**src/pts_pkg.sv**
```systemverilog
// pts_pkg: shared types, constants and a helper function for the pan/tilt scan sequencer
`timescale 1ns / 1ps

package pts_pkg;

  // default angle width, Q3.12 radians
  localparam int ANGLE_WIDTH_DEF = 16;
  // width of the stored targets (clamped values fit with margin)
  localparam int TW              = 16;
  // configuration port
  localparam int CFG_W           = 13;
  localparam int CFG_IDX_W       = 2;
  localparam int TIMEOUT_W       = 8;
  localparam int COUNT_W         = 8;

  // scan geometry, Q3.12
  localparam logic signed [TW-1:0] TILT_MIN     = TW'(-2253);
  localparam logic signed [TW-1:0] TILT_MAX     = TW'(1352);
  localparam logic signed [TW-1:0] PAN_LIM_HIGH = TW'(5530);

  // register reset values
  localparam logic [CFG_W-1:0]     PAN_STEP_RST   = CFG_W'(1638);
  localparam logic [CFG_W-1:0]     TILT_STEP_RST  = CFG_W'(1229);
  localparam logic [CFG_W-1:0]     SETTLE_TOL_RST = CFG_W'(246);
  localparam logic [TIMEOUT_W-1:0] SETTLE_TMO_RST = TIMEOUT_W'(40);
  localparam logic [COUNT_W-1:0]   COUNT_MAX      = {COUNT_W{1'b1}};

  typedef enum logic [CFG_IDX_W-1:0] {
    REG_PAN_STEP   = 2'd0,
    REG_TILT_STEP  = 2'd1,
    REG_SETTLE_TOL = 2'd2,
    REG_SETTLE_TMO = 2'd3
  } cfg_reg_e;

  typedef struct packed {
    logic [CFG_W-1:0]     pan_step;
    logic [CFG_W-1:0]     tilt_step;
    logic [CFG_W-1:0]     settle_tolerance;
    logic [TIMEOUT_W-1:0] settle_timeout;
  } cfg_t;

  typedef struct packed {
    logic               pan_dir_negative;
    logic               tilt_dir_up;
    logic [COUNT_W-1:0] settle_count;
  } scan_flags_t;

  // pan limit shrinks with tilt at a slope of 5/8, reduction truncated
  function automatic logic signed [TW-1:0] pan_limit(input logic signed [TW-1:0] tilt);
    logic signed [TW-1:0] d;
    logic signed [TW+2:0] d_ext;
    logic signed [TW+2:0] d5;
    d = TILT_MAX - tilt;
    if (d < 0) begin
      d = '0;
    end
    d_ext = (TW+3)'(d);
    d5    = (d_ext <<< 2) + d_ext;
    return PAN_LIM_HIGH - TW'(d5 >>> 3);
  endfunction

endpackage

```
**src/pts_pan_step.sv**
```systemverilog
// pts_pan_step: one pan step toward the limit with clamp and direction reversal
`timescale 1ns / 1ps

module pts_pan_step import pts_pkg::*; #(
  parameter int IW = ANGLE_WIDTH_DEF + 2
) (
  input  logic signed [IW-1:0] pan_i,
  input  logic                 neg_i,
  input  logic [CFG_W-1:0]     step_i,
  input  logic signed [TW-1:0] tilt_i,
  output logic signed [TW-1:0] pan_o,
  output logic                 neg_o
);

  logic signed [TW-1:0] lim;
  logic signed [IW-1:0] lim_x;
  logic signed [IW-1:0] step_x;
  logic signed [IW-1:0] sum;
  logic signed [IW-1:0] mag;

  always_comb begin
    lim    = pan_limit(tilt_i);
    lim_x  = IW'(lim);
    step_x = signed'(IW'(step_i));
    sum    = neg_i ? (pan_i - step_x) : (pan_i + step_x);
    mag    = (sum < 0) ? -sum : sum;
    if (mag >= lim_x) begin
      // hit the limit: park there and turn around
      pan_o = neg_i ? -lim : lim;
      neg_o = !neg_i;
    end else begin
      pan_o = TW'(sum);
      neg_o = neg_i;
    end
  end

endmodule

```
**src/pts_tick.sv**
```systemverilog
// pts_tick: combinational next-state and command logic for one control tick
`timescale 1ns / 1ps

module pts_tick import pts_pkg::*; #(
  parameter int ANGLE_WIDTH = ANGLE_WIDTH_DEF
) (
  input  cfg_t                          cfg_i,
  input  logic                          restart_i,
  input  logic signed [ANGLE_WIDTH-1:0] pan_meas_i,
  input  logic signed [ANGLE_WIDTH-1:0] tilt_meas_i,
  input  logic signed [TW-1:0]          pan_i,
  input  logic signed [TW-1:0]          tilt_i,
  input  scan_flags_t                   flags_i,
  output logic                          cmd_valid_o,
  output logic signed [TW-1:0]          pan_o,
  output logic signed [TW-1:0]          tilt_o,
  output scan_flags_t                   flags_o
);

  localparam int IW = ((ANGLE_WIDTH > TW) ? ANGLE_WIDTH : TW) + 2;

  function automatic logic signed [IW-1:0] clamp_tilt(input logic signed [IW-1:0] t);
    logic signed [IW-1:0] r;
    r = t;
    if (r >= IW'(TILT_MAX)) begin
      r = IW'(TILT_MAX);
    end
    if (r <= IW'(TILT_MIN)) begin
      r = IW'(TILT_MIN);
    end
    return r;
  endfunction

  function automatic logic signed [IW-1:0] abs_x(input logic signed [IW-1:0] v);
    return (v < 0) ? -v : v;
  endfunction

  logic signed [IW-1:0]  pan_m_x;
  logic signed [IW-1:0]  tilt_m_x;
  logic signed [TW-1:0]  rs_tilt;
  logic                  rs_neg;
  logic signed [TW-1:0]  rs_pan_stepped;
  logic                  rs_neg_stepped;
  logic signed [TW-1:0]  cur_pan;
  logic signed [TW-1:0]  cur_tilt;
  logic                  cur_neg;
  logic                  cur_up;
  logic [COUNT_W-1:0]    cur_cnt;
  logic [COUNT_W-1:0]    cnt_inc;
  logic signed [IW-1:0]  cur_pan_x;
  logic signed [IW-1:0]  cur_tilt_x;
  logic signed [IW-1:0]  tilt_err;
  logic signed [IW-1:0]  pan_err;
  logic                  settled;
  logic                  advance;
  logic signed [IW-1:0]  lim_x;
  logic                  at_limit;
  logic signed [IW-1:0]  tstep_x;
  logic signed [IW-1:0]  tilt_next_x;
  logic signed [TW-1:0]  adv_pan;
  logic                  adv_neg;

  assign pan_m_x  = IW'(pan_meas_i);
  assign tilt_m_x = IW'(tilt_meas_i);

  // restart: new scan from the measured pose
  assign rs_neg  = !(pan_m_x > 0);
  assign rs_tilt = TW'(clamp_tilt(tilt_m_x));

  pts_pan_step #(
    .IW(IW)
  ) u_restart_step (
    .pan_i  (pan_m_x),
    .neg_i  (rs_neg),
    .step_i (cfg_i.pan_step),
    .tilt_i (rs_tilt),
    .pan_o  (rs_pan_stepped),
    .neg_o  (rs_neg_stepped)
  );

  always_comb begin
    if (restart_i) begin
      cur_pan  = rs_pan_stepped;
      cur_tilt = rs_tilt;
      cur_neg  = rs_neg_stepped;
      cur_up   = 1'b0;
      cur_cnt  = '0;
    end else begin
      cur_pan  = pan_i;
      cur_tilt = tilt_i;
      cur_neg  = flags_i.pan_dir_negative;
      cur_up   = flags_i.tilt_dir_up;
      cur_cnt  = flags_i.settle_count;
    end
  end

  assign cnt_inc    = (cur_cnt == COUNT_MAX) ? COUNT_MAX : cur_cnt + 1'b1;
  assign cur_pan_x  = IW'(cur_pan);
  assign cur_tilt_x = IW'(cur_tilt);
  assign tilt_err   = abs_x(cur_tilt_x - tilt_m_x);
  assign pan_err    = abs_x(cur_pan_x - pan_m_x);
  assign settled    = (tilt_err <= signed'(IW'(cfg_i.settle_tolerance))) &&
                      (pan_err  <= signed'(IW'(cfg_i.settle_tolerance)));
  assign advance    = settled || (cnt_inc >= COUNT_W'(cfg_i.settle_timeout));

  // at the pan limit the tilt moves instead of the pan
  assign lim_x    = IW'(pan_limit(cur_tilt));
  assign at_limit = abs_x(abs_x(cur_pan_x) - lim_x) <= signed'(IW'(cfg_i.settle_tolerance));

  assign tstep_x     = signed'(IW'(cfg_i.tilt_step));
  assign tilt_next_x = clamp_tilt(cur_up ? (cur_tilt_x - tstep_x) : (cur_tilt_x + tstep_x));

  pts_pan_step #(
    .IW(IW)
  ) u_scan_step (
    .pan_i  (cur_pan_x),
    .neg_i  (cur_neg),
    .step_i (cfg_i.pan_step),
    .tilt_i (cur_tilt),
    .pan_o  (adv_pan),
    .neg_o  (adv_neg)
  );

  always_comb begin
    pan_o                    = cur_pan;
    tilt_o                   = cur_tilt;
    flags_o.pan_dir_negative = cur_neg;
    flags_o.tilt_dir_up      = cur_up;
    flags_o.settle_count     = cnt_inc;
    if (advance) begin
      flags_o.settle_count = '0;
      if (at_limit) begin
        tilt_o = TW'(tilt_next_x);
        if (tilt_next_x >= IW'(TILT_MAX)) begin
          flags_o.tilt_dir_up = 1'b1;
        end else if (tilt_next_x <= IW'(TILT_MIN)) begin
          flags_o.tilt_dir_up = 1'b0;
        end
      end else begin
        pan_o                    = adv_pan;
        flags_o.pan_dir_negative = adv_neg;
      end
    end
  end

  assign cmd_valid_o = restart_i || advance;

endmodule

```
**src/pan_tilt_scan_sequencer.sv**
```systemverilog
// pan_tilt_scan_sequencer: top level of the pan/tilt scan sequencer
`timescale 1ns / 1ps

// channel     direction  tdata (low bit up)                  tuser
// s_axis      in         pan_measured, tilt_measured         restart_scan
// m_axis      out        pan_command, tilt_command           command_valid
// cfg         in         cfg_we_i / cfg_idx_i / cfg_data_i   -
//
// one control tick per cycle sustained while m_axis is ready; a tick passes the input
// register, then the result register; the rate is set by the target/flag feedback
// loop through the tick logic
// reset clears targets, directions, settle counter, valid flags; config goes to defaults
// a stalled m_axis holds its transaction while one more tick waits in the
// input register; s_axis stalls only when both registers are full

module pan_tilt_scan_sequencer import pts_pkg::*; #(
  parameter int ANGLE_WIDTH = ANGLE_WIDTH_DEF
) (
  input  logic                 clk_i,
  input  logic                 rst_ni,
  // configuration writes
  input  logic                 cfg_we_i,
  input  logic [CFG_IDX_W-1:0] cfg_idx_i,
  input  logic [CFG_W-1:0]     cfg_data_i,
  // control ticks in
  input  logic                 s_axis_tvalid,
  output logic                 s_axis_tready,
  input  logic [((2*ANGLE_WIDTH+7)/8)*8-1:0] s_axis_tdata, // pan_measured, tilt_measured
  input  logic                 s_axis_tuser,               // restart_scan
  // head commands out
  output logic                 m_axis_tvalid,
  input  logic                 m_axis_tready,
  output logic [((2*ANGLE_WIDTH+7)/8)*8-1:0] m_axis_tdata, // pan_command, tilt_command
  output logic                 m_axis_tuser                // command_valid
);

  localparam int DW = ((2*ANGLE_WIDTH+7)/8)*8;
  localparam int IW = ((ANGLE_WIDTH > TW) ? ANGLE_WIDTH : TW) + 2;

  // configuration registers
  cfg_t cfg_q;

  // input register
  logic                          in_valid_q;
  logic                          in_restart_q;
  logic signed [ANGLE_WIDTH-1:0] in_pan_q;
  logic signed [ANGLE_WIDTH-1:0] in_tilt_q;

  // scan state
  logic signed [TW-1:0] target_pan_q,  target_pan_d;
  logic signed [TW-1:0] target_tilt_q, target_tilt_d;
  scan_flags_t          flags_q,       flags_d;

  // result register
  logic                          out_valid_q;
  logic                          out_cmd_valid_q, out_cmd_valid_d;
  logic signed [ANGLE_WIDTH-1:0] out_pan_q;
  logic signed [ANGLE_WIDTH-1:0] out_tilt_q;

  logic out_free;
  logic fire;
  logic in_take;
  logic signed [IW-1:0] pan_cmd_x;
  logic signed [IW-1:0] tilt_cmd_x;

  assign out_free      = !out_valid_q || m_axis_tready;
  assign fire          = in_valid_q && out_free;
  assign s_axis_tready = !in_valid_q || out_free;
  assign in_take       = s_axis_tvalid && s_axis_tready;

  // register writes; write only while idle (the block itself does not enforce it)
  always_ff @(posedge clk_i or negedge rst_ni) begin
    if (!rst_ni) begin
      cfg_q.pan_step         <= PAN_STEP_RST;
      cfg_q.tilt_step        <= TILT_STEP_RST;
      cfg_q.settle_tolerance <= SETTLE_TOL_RST;
      cfg_q.settle_timeout   <= SETTLE_TMO_RST;
    end else if (cfg_we_i) begin
      case (cfg_reg_e'(cfg_idx_i))
        REG_PAN_STEP:   cfg_q.pan_step         <= cfg_data_i;
        REG_TILT_STEP:  cfg_q.tilt_step        <= cfg_data_i;
        REG_SETTLE_TOL: cfg_q.settle_tolerance <= cfg_data_i;
        REG_SETTLE_TMO: cfg_q.settle_timeout   <= cfg_data_i[TIMEOUT_W-1:0];
        default: ;
      endcase
    end
  end

  // next state and command for the tick in the input register
  pts_tick #(
    .ANGLE_WIDTH(ANGLE_WIDTH)
  ) u_tick (
    .cfg_i       (cfg_q),
    .restart_i   (in_restart_q),
    .pan_meas_i  (in_pan_q),
    .tilt_meas_i (in_tilt_q),
    .pan_i       (target_pan_q),
    .tilt_i      (target_tilt_q),
    .flags_i     (flags_q),
    .cmd_valid_o (out_cmd_valid_d),
    .pan_o       (target_pan_d),
    .tilt_o      (target_tilt_d),
    .flags_o     (flags_d)
  );

  // control: valid flags and scan state
  always_ff @(posedge clk_i or negedge rst_ni) begin
    if (!rst_ni) begin
      in_valid_q    <= 1'b0;
      out_valid_q   <= 1'b0;
      target_pan_q  <= '0;
      target_tilt_q <= '0;
      flags_q       <= '0;
    end else begin
      if (in_take) begin
        in_valid_q <= 1'b1;
      end else if (fire) begin
        in_valid_q <= 1'b0;
      end
      if (fire) begin
        out_valid_q   <= 1'b1;
        target_pan_q  <= target_pan_d;
        target_tilt_q <= target_tilt_d;
        flags_q       <= flags_d;
      end else if (m_axis_tready) begin
        out_valid_q <= 1'b0;
      end
    end
  end

  // commands are the new targets, sized to the angle width
  assign pan_cmd_x  = IW'(target_pan_d);
  assign tilt_cmd_x = IW'(target_tilt_d);

  // payload registers
  always_ff @(posedge clk_i) begin
    if (in_take) begin
      in_restart_q <= s_axis_tuser;
      in_pan_q     <= s_axis_tdata[ANGLE_WIDTH-1:0];
      in_tilt_q    <= s_axis_tdata[2*ANGLE_WIDTH-1:ANGLE_WIDTH];
    end
    if (fire) begin
      out_cmd_valid_q <= out_cmd_valid_d;
      out_pan_q       <= pan_cmd_x[ANGLE_WIDTH-1:0];
      out_tilt_q      <= tilt_cmd_x[ANGLE_WIDTH-1:0];
    end
  end

  assign m_axis_tvalid = out_valid_q;
  assign m_axis_tuser  = out_cmd_valid_q;
  assign m_axis_tdata  = DW'({out_tilt_q, out_pan_q});

endmodule

```
**config.mk**
```make
export PLATFORM = sky130hd
export DESIGN_NAME = pan_tilt_scan_sequencer
export DESIGN_NICKNAME = d
export VERILOG_FILES = /design/src/pts_pkg.sv /design/src/pts_pan_step.sv /design/src/pts_tick.sv /design/src/pan_tilt_scan_sequencer.sv
export SDC_FILE = /design/constraint.sdc
export NUM_CORES = 1
export LEC_CHECK = 0
export ABC_AREA = 1
export BUFFER_PORTS_ARGS = -buffer_cell sky130_fd_sc_hd__buf_2
export CORE_MARGIN = 2
export CORE_UTILIZATION = 55
export CTS_CLUSTER_DIAMETER = 120
export CTS_CLUSTER_SIZE = 16
export DETAILED_ROUTE_END_ITERATION = 8
export MAX_ROUTING_LAYER = met4
export PLACE_DENSITY = 0.69
export SLEW_MARGIN = 40
export SYNTH_ARGS = -nofsm -noshare
export SYNTH_HDL_FRONTEND = slang
export SYNTH_HIERARCHICAL = 1
export SYNTH_SLANG_ARGS = --single-unit
```
**constraint.sdc**
```tcl
create_clock -name clk_i -period 14.6 [get_ports clk_i]
set_input_delay 1.46 -clock clk_i [delete_from_list [all_inputs] [get_ports clk_i]]
set_output_delay 1.46 -clock clk_i [all_outputs]
set_load 0.02 [all_outputs]
```
# Word-level counts from Yosys, hierarchy flattened

Cells that the tools add are included.

Output and inout bits: 35
Register bits: 157
Logic and storage cells: 124

Reduce and logical (&&, ||, !) cells: 18
Muxes and demuxes: 40
$add $sub $neg: 24
Order comparisons: 21
Equality and inequality tests: 4

Operators by type and width:

| cell                     | number |
|---|---|
| $mux W18                 | 12 |
| $mux W16                 | 13 |
| $le A18 B13 Y1 const B   | 3 |
| $le A18 B14 Y1           | 3 |
| $lt A18 B1 Y1 const B    | 3 |
| $neg A18 Y18             | 3 |
| $add A16 B14 Y17         | 3 |
| $sub A16 B14 Y17         | 3 |
| $lt A16 B1 Y1 const B    | 3 |
| $add A18 B16 Y19         | 2 |
| $ge A18 B12 Y1 const B   | 2 |
| $ge A18 B16 Y1           | 2 |
| $neg A17 Y18             | 2 |
| $lt A17 B1 Y1 const B    | 2 |
| $sub A16 B16 Y17         | 2 |
| $neg A16 Y16             | 2 |
| $sub A12 B16 Y16 const A | 2 |
| $sub A14 B16 Y16 const A | 2 |
| $neg A16 Y18             | 1 |
| $sub A18 B16 Y18         | 1 |
| $ge A16 B12 Y1 const B   | 1 |
| $gt A16 B1 Y1 const B    | 1 |
| $mux W8                  | 2 |
| $mux W1                  | 12 |
| 12 further kinds         | 25 |

# Logic depth before layout (Yosys ltp)

Word-level depth: 21
Gate-level depth with buffers: 109
Mapped depth without buffers: 107

# Hierarchy

The synthesis kept the hierarchy.

Modules (own cells, without submodules):

| module                               | sequential area each (µm²) | area each (µm²) | cells each | times used |
|---|---|---|---|---|
| pts_tick                             | 0.0                        | 8934.8          | 1515       | 1 |
| pan_tilt_scan_sequencer              | 4284.1                     | 5789.3          | 469        | 1 |
| pts_pan_step (u_tick.u_scan_step)    | 0.0                        | 4414.2          | 785        | 1 |
| pts_pan_step (u_tick.u_restart_step) | 0.0                        | 4282.9          | 761        | 1 |

# Least setup slack after synthesis

OpenSTA, ideal clock, no wires.

Path type: reg2reg
Start point: reg in_tilt_q[15]
End point: reg out_tilt_q[8], data pin
Library setup time: 262 ps
Setup slack: 2795 ps
Arrival: 11543 ps
Clock period less this slack: 11805 ps
Stages on the path, launching flop included: 103
Path through: edfxtp_1 > buf_2 > nor2_1 > nand3_1 > nor2_1 > nand2_1 > nand2_4 > nand2_2 > nor2_1 > nand2_1 > nand2_1 > nand3_4 > buf_6 > nand2_1 > inv_1 > inv_2 > nor2_1 > a21oi_2 > [67 not listed] > inv_1 > ha_1 > o21a_1 > o21ai_0 > a21oi_1 > o21ai_0 > o311ai_0 > nand3_1 > nand2_1 > a21oi_1 > nor2_1 > a21oi_2 > nand3_4 > nand2_4 > nand2_4 > buf_6 > nand2_1 > o21ai_2

Longest elaborated chain between the ends: 21
Elaborated cells between the ends (all ways): 49
Classes of those cells: add/sub: 16; order compare: 14; mux: 17; reduce/logical: 2

Ends and longest elaborated chain:

| item                                                 | RTL line                       | text |
|---|---|---|
| start: declaration                                   | pan_tilt_scan_sequencer.sv:47  | `logic signed [ANGLE_WIDTH-1:0] in_tilt_q;` |
| start signal: assignment                             | pan_tilt_scan_sequencer.sv:140 | `in_tilt_q <= s_axis_tdata[2*ANGLE_WIDTH-1:ANGLE_WIDTH];` |
| $ge A16 B12 Y1                                       | pts_tick.sv:25                 | `if (r >= IW'(TILT_MAX)) begin` |
| $mux W18 (*)                                         | pts_tick.sv:25                 |  |
| $le A18 B13 Y1                                       | pts_tick.sv:28                 | `if (r <= IW'(TILT_MIN)) begin` |
| $mux W16 (*)                                         | pts_tick.sv:28                 |  |
| via u_tick.rs_tilt[6]                                | pts_tick.sv:40                 | `logic signed [TW-1:0] rs_tilt;` |
| $sub A12 B16 Y16 (*)                                 | pts_pkg.sv:53                  | `d = TILT_MAX - tilt;` |
| $lt A16 B1 Y1                                        | pts_pkg.sv:54                  | `if (d < 0) begin` |
| $mux W16 (*)                                         | pts_pkg.sv:54                  |  |
| [5 not listed]                                       | n/a                            |  |
| via u_tick.rs_pan_stepped[15]                        | pts_tick.sv:42                 | `logic signed [TW-1:0] rs_pan_stepped;` |
| [1 not listed]                                       | n/a                            |  |
| via u_tick.cur_pan[15]                               | pts_tick.sv:44                 | `logic signed [TW-1:0] cur_pan;` |
| [1 not listed]                                       | n/a                            |  |
| $mux W18                                             | pts_tick.sv:35                 | `return (v < 0) ? -v : v;` |
| $sub A18 B16 Y18                                     | pts_tick.sv:108                | `assign at_limit = abs_x(abs_x(cur_pan_x) - lim_x) <= signed'(IW'(cfg_i.settle_tolerance));` |
| $neg A18 Y18 / $lt A18 B1 Y1 (equally long branches) | pts_tick.sv:35                 |  |
| $mux W18                                             | pts_tick.sv:35                 |  |
| $le A18 B14 Y1                                       | pts_tick.sv:108                |  |
| $mux W16                                             | pts_tick.sv:132                | `if (at_limit) begin` |
| $mux W16 (*)                                         | pts_tick.sv:130                | `if (advance) begin` |
| via target_tilt_d[8]                                 | pan_tilt_scan_sequencer.sv:51  | `logic signed [TW-1:0] target_tilt_q, target_tilt_d;` |
| end signal: assignment                               | pan_tilt_scan_sequencer.sv:145 | `out_tilt_q <= tilt_cmd_x[ANGLE_WIDTH-1:0];` |
| end: declaration                                     | pan_tilt_scan_sequencer.sv:58  | `logic signed [ANGLE_WIDTH-1:0] out_tilt_q;` |

The timed path passes the listed nets; every way through them passes the cells marked *.
A chain may end at the register's enable or synchronous reset.

# Final worst setup path

Start point: reg in_tilt_q[15]
End point: reg target_pan_q[0]

Longest elaborated chain between the ends: 21
Elaborated cells between the ends (all ways): 54
Classes of those cells: add/sub: 18; order compare: 14; mux: 20; reduce/logical: 2

Ends and longest elaborated chain:

| item                                              | RTL line                            | text |
|---|---|---|
| $ge A16 B12 Y1                                    | pts_tick.sv:25                      |  |
| $mux W18 (*)                                      | pts_tick.sv:25                      |  |
| $le A18 B13 Y1                                    | pts_tick.sv:28                      |  |
| $mux W16 (*)                                      | pts_tick.sv:28                      |  |
| via u_tick.rs_tilt[0]                             | pts_tick.sv:40                      |  |
| $sub A12 B16 Y16 (*)                              | pts_pkg.sv:53                       |  |
| $lt A16 B1 Y1                                     | pts_pkg.sv:54                       |  |
| $mux W16 (*)                                      | pts_pkg.sv:54                       |  |
| [5 not listed]                                    | n/a                                 |  |
| via u_tick.rs_pan_stepped[3]                      | pts_tick.sv:42                      |  |
| [1 not listed]                                    | n/a                                 |  |
| via u_tick.cur_pan[3]                             | pts_tick.sv:44                      |  |
| [1 not listed]                                    | n/a                                 |  |
| $mux W18 (on tied branches)                       | pts_tick.sv:35, pts_pan_step.sv:25  |  |
| $sub A18 B16 Y18 (tied with other cells)          | pts_tick.sv:108                     |  |
| $neg A18 Y18 (tied with other cells)              | pts_tick.sv:35                      |  |
| $mux W18 / $ge A18 B16 Y1 (equally long branches) | pts_tick.sv:35, pts_pan_step.sv:27  |  |
| $le A18 B14 Y1 / $mux W16 (equally long branches) | pts_tick.sv:108, pts_pan_step.sv:27 |  |
| $mux W16                                          | pts_tick.sv:132                     |  |
| $mux W16 (*)                                      | pts_tick.sv:130                     |  |
| via target_pan_d[0]                               | pan_tilt_scan_sequencer.sv:50       | `logic signed [TW-1:0] target_pan_q, target_pan_d;` |
| end signal: assignment                            | pan_tilt_scan_sequencer.sv:122      | `target_pan_q <= target_pan_d;` |
| end: declaration                                  | pan_tilt_scan_sequencer.sv:50       |  |

Marks and branches as above.

==> out/metrics.csv <==
metric,value,unit
reg-to-reg endpoint,target_pan_q[0]$_DFFE_PN0P_,
routability cong.,0.996,
hold_buf cts,0,
die height,210,microns
MaxCap Viol Count,0,
endpoints failing setup,0,
Met3 Wirelength,4.57,mm
fmax,75.1,MHz
Num CTS Buffers,17,
skew final,0.0169,ns
pin count of the biggest net entering global routing,67,
total track usage,34.3,%
H-tree depth,4,
register clock-pin slew on the reported worst setup and hold paths,0.07,ns
worst hold-check path type,reg2reg,
CP dominant cell by count,nand2_1,
Util after Layout,59.6,%
share of layout cells above drive strength 1,13.2,%
Die Area,44300,sq um
initial antenna violation count,0,
CP arrival,13.73,ns
Synth top area share,14.3,%
core region area,41900,sq um
# nets final,3883,
worst hold start,target_tilt_q[10]$_DFFE_PN0P_,
Top Ports,88,
reg2reg path depth,88,
crit path capture type,flop,
"antenna viol nets, final",0,
CP Max Fanout,18,
slowest cell on the critical path,nand2_2,
synth cell count leaders,"nand2_1, inv_1, nand3_1, nor2_1, ha_1",
total gr overflow,0,
CTS Root Cell,clkbuf_16,
CP max stage delay,0.62,ns
initial core utilization,55.8,%
metal2 WL,33.6,mm
n_diodes,0,
worst reg2reg startpoint,in_tilt_q[15]$_DFFE_PP_,
FF-to-FF setup slack,1.28,ns
setup_tns,0,ns
Slew HR,42.6,%
Final Max Tran Viols,0,
hold path cells,2,
Worst Hold Slack,0.468,ns
clock tree buffer depth,2,
"area leader, netlist",nand2_1,
M1 WL,32.5,mm
clock sink count,157,
Via density,5.65,
Critical Path RT,15.01,ns
vias in the first global route,22000,
DRT Pass-1 Iters,8,
clk_lat worst skew,0.48,ns
Post-synth EDFFs,66,
routed via count,23400,
register area share after synthesis,18.3,%
syn_nets,3821,
first-pass GRT wire length,116,mm
Die W,210,microns
fin crit period,13.32,ns
Yosys Warn Count,6,
number of synthesized register bits,157,
highest routed layer,met4,
area grow syn2layout,6.78,%
startpoint types,flop,
placed cell area,24200,sq um
Slew @ Worst Pin,0.861,ns
DR DRC count,0,
Rows,75,
hold endpoint,target_tilt_q[10]$_DFFE_PN0P_,
most frequent cell after synthesis,nand2_1,
Mapped Avg Cell Area,6.63,sq um
Final Hold Viols,0,
Yosys cell types,73,
Port-buffer cells,87,
DR WL/cell,17.9,microns
CTS tree,done,
crit path kind,reg2reg,
RSZ-0062 raised after global routing,no,
design area,25000,sq um
Post-synth top flop,dfrtp_1,
outcome,"complete, no violations",
Synth Cell Area,23400,sq um
Total Wirelength,74.0,mm
Final HPWL DP,59.8,mm
Synth area leaders,"nand2_1, ha_1, edfxtp_1",
crit share post-route,91.2,%
DR iter-0 viols,1850,
"Async S/R FF share, synth",58.0,%
Synth Instances,3530,
## critical path: cells and delay by family (launching register included)
family / cells / cell delay, ns
compound gates: 15 / 2.38
simple gates: 54 / 6.76
xor+xnor: 3 / 0.53
buf+inv: 10 / 1.31
flops: 1 / 0.50
fa+ha+maj: 6 / 1.72
## cells by family after synthesis
logic type / share of synthesized area, %
flops: 18.3
mux: 0.171
other cells: 0.0160
buf+inv: 10.8
simple gates: 37.2
fa+ha+maj: 13.0
compound gates: 10.0
xor+xnor: 10.5
## cell usage in the layout, fill, tap and decap left out, drive strengths merged, types with 20 or more instances in the layout
cell	instances
xnor2	70
dfstp	20
buf	110
inv	553
nand4	83
nand3	327
a21oi	192
edfxtp	66
nor2	283
o21ai	129
or2	36
ha	229
o21bai	25
nor3	63
dfrtp	71
xor2	200
nand2	1002
## metrics by stage
step	setup WS (ns)	std cells
2_1_floorplan	2.80	3530
4_1_cts	0.431	4129
5_1_grt	0.00840	4144
3_3_place_gp	1.18	4097
6_report	1.28	4144
3_5_place_dp	0.557	4097
## flip-flops by register name (all words and copies together) (netlist names)
signal         count
m_axis_tuser       1
target_pan_q      16
flags_q           10
in_pan_q          16
out_tilt_q        16
m_axis_tvalid      1
in_restart_q       1
out_pan_q         16
target_tilt_q     16
cfg_q             47
in_tilt_q         16
in_valid_q         1
## layer usage
metal,track usage [%],up-vias
li1,-,11600
met1,43.5,10800
met2,55.6,828
met3,3.92,193
met4,14.5,0
met5,-,-
## worst max-delay path by stage
stage,from,endpoint,slack (ns)
after CTS,in_tilt_q[15]$_DFFE_PP_,target_tilt_q[6]$_DFFE_PN0P_,0.43
after floorplan,in_tilt_q[15]$_DFFE_PP_,out_tilt_q[8]$_DFFE_PP_,2.80
final,in_tilt_q[15]$_DFFE_PP_,target_pan_q[0]$_DFFE_PN0P_,1.28
after detailed placement,in_tilt_q[15]$_DFFE_PP_,target_tilt_q[6]$_DFFE_PN0P_,0.56
after global routing,in_tilt_q[15]$_DFFE_PP_,target_tilt_q[5]$_DFFE_PN0P_,0.008
after global placement,in_tilt_q[15]$_DFFE_PP_,target_tilt_q[3]$_DFFE_PN0P_,1.18
## layout make-up
class / count / area [sq um]
repair buffers: 110 / 627
clock inverters: 15 / 171
multi-input cells: 2758 / 16800
inverters: 548 / 2070
clock buffers: 17 / 425
flip-flops and latches: 157 / 4280
fillers: 4107 / 16900
well taps: 539 / 674
## timing repair
item                                    4_1_cts  5_1_grt
gates resized for setup                       0       32
endpoints found under the setup margin        0       66
buffers inserted                              0       13
Power is not shown: default switching activity piles up to over one toggle a cycle in this logic, so the estimate is an artifact.
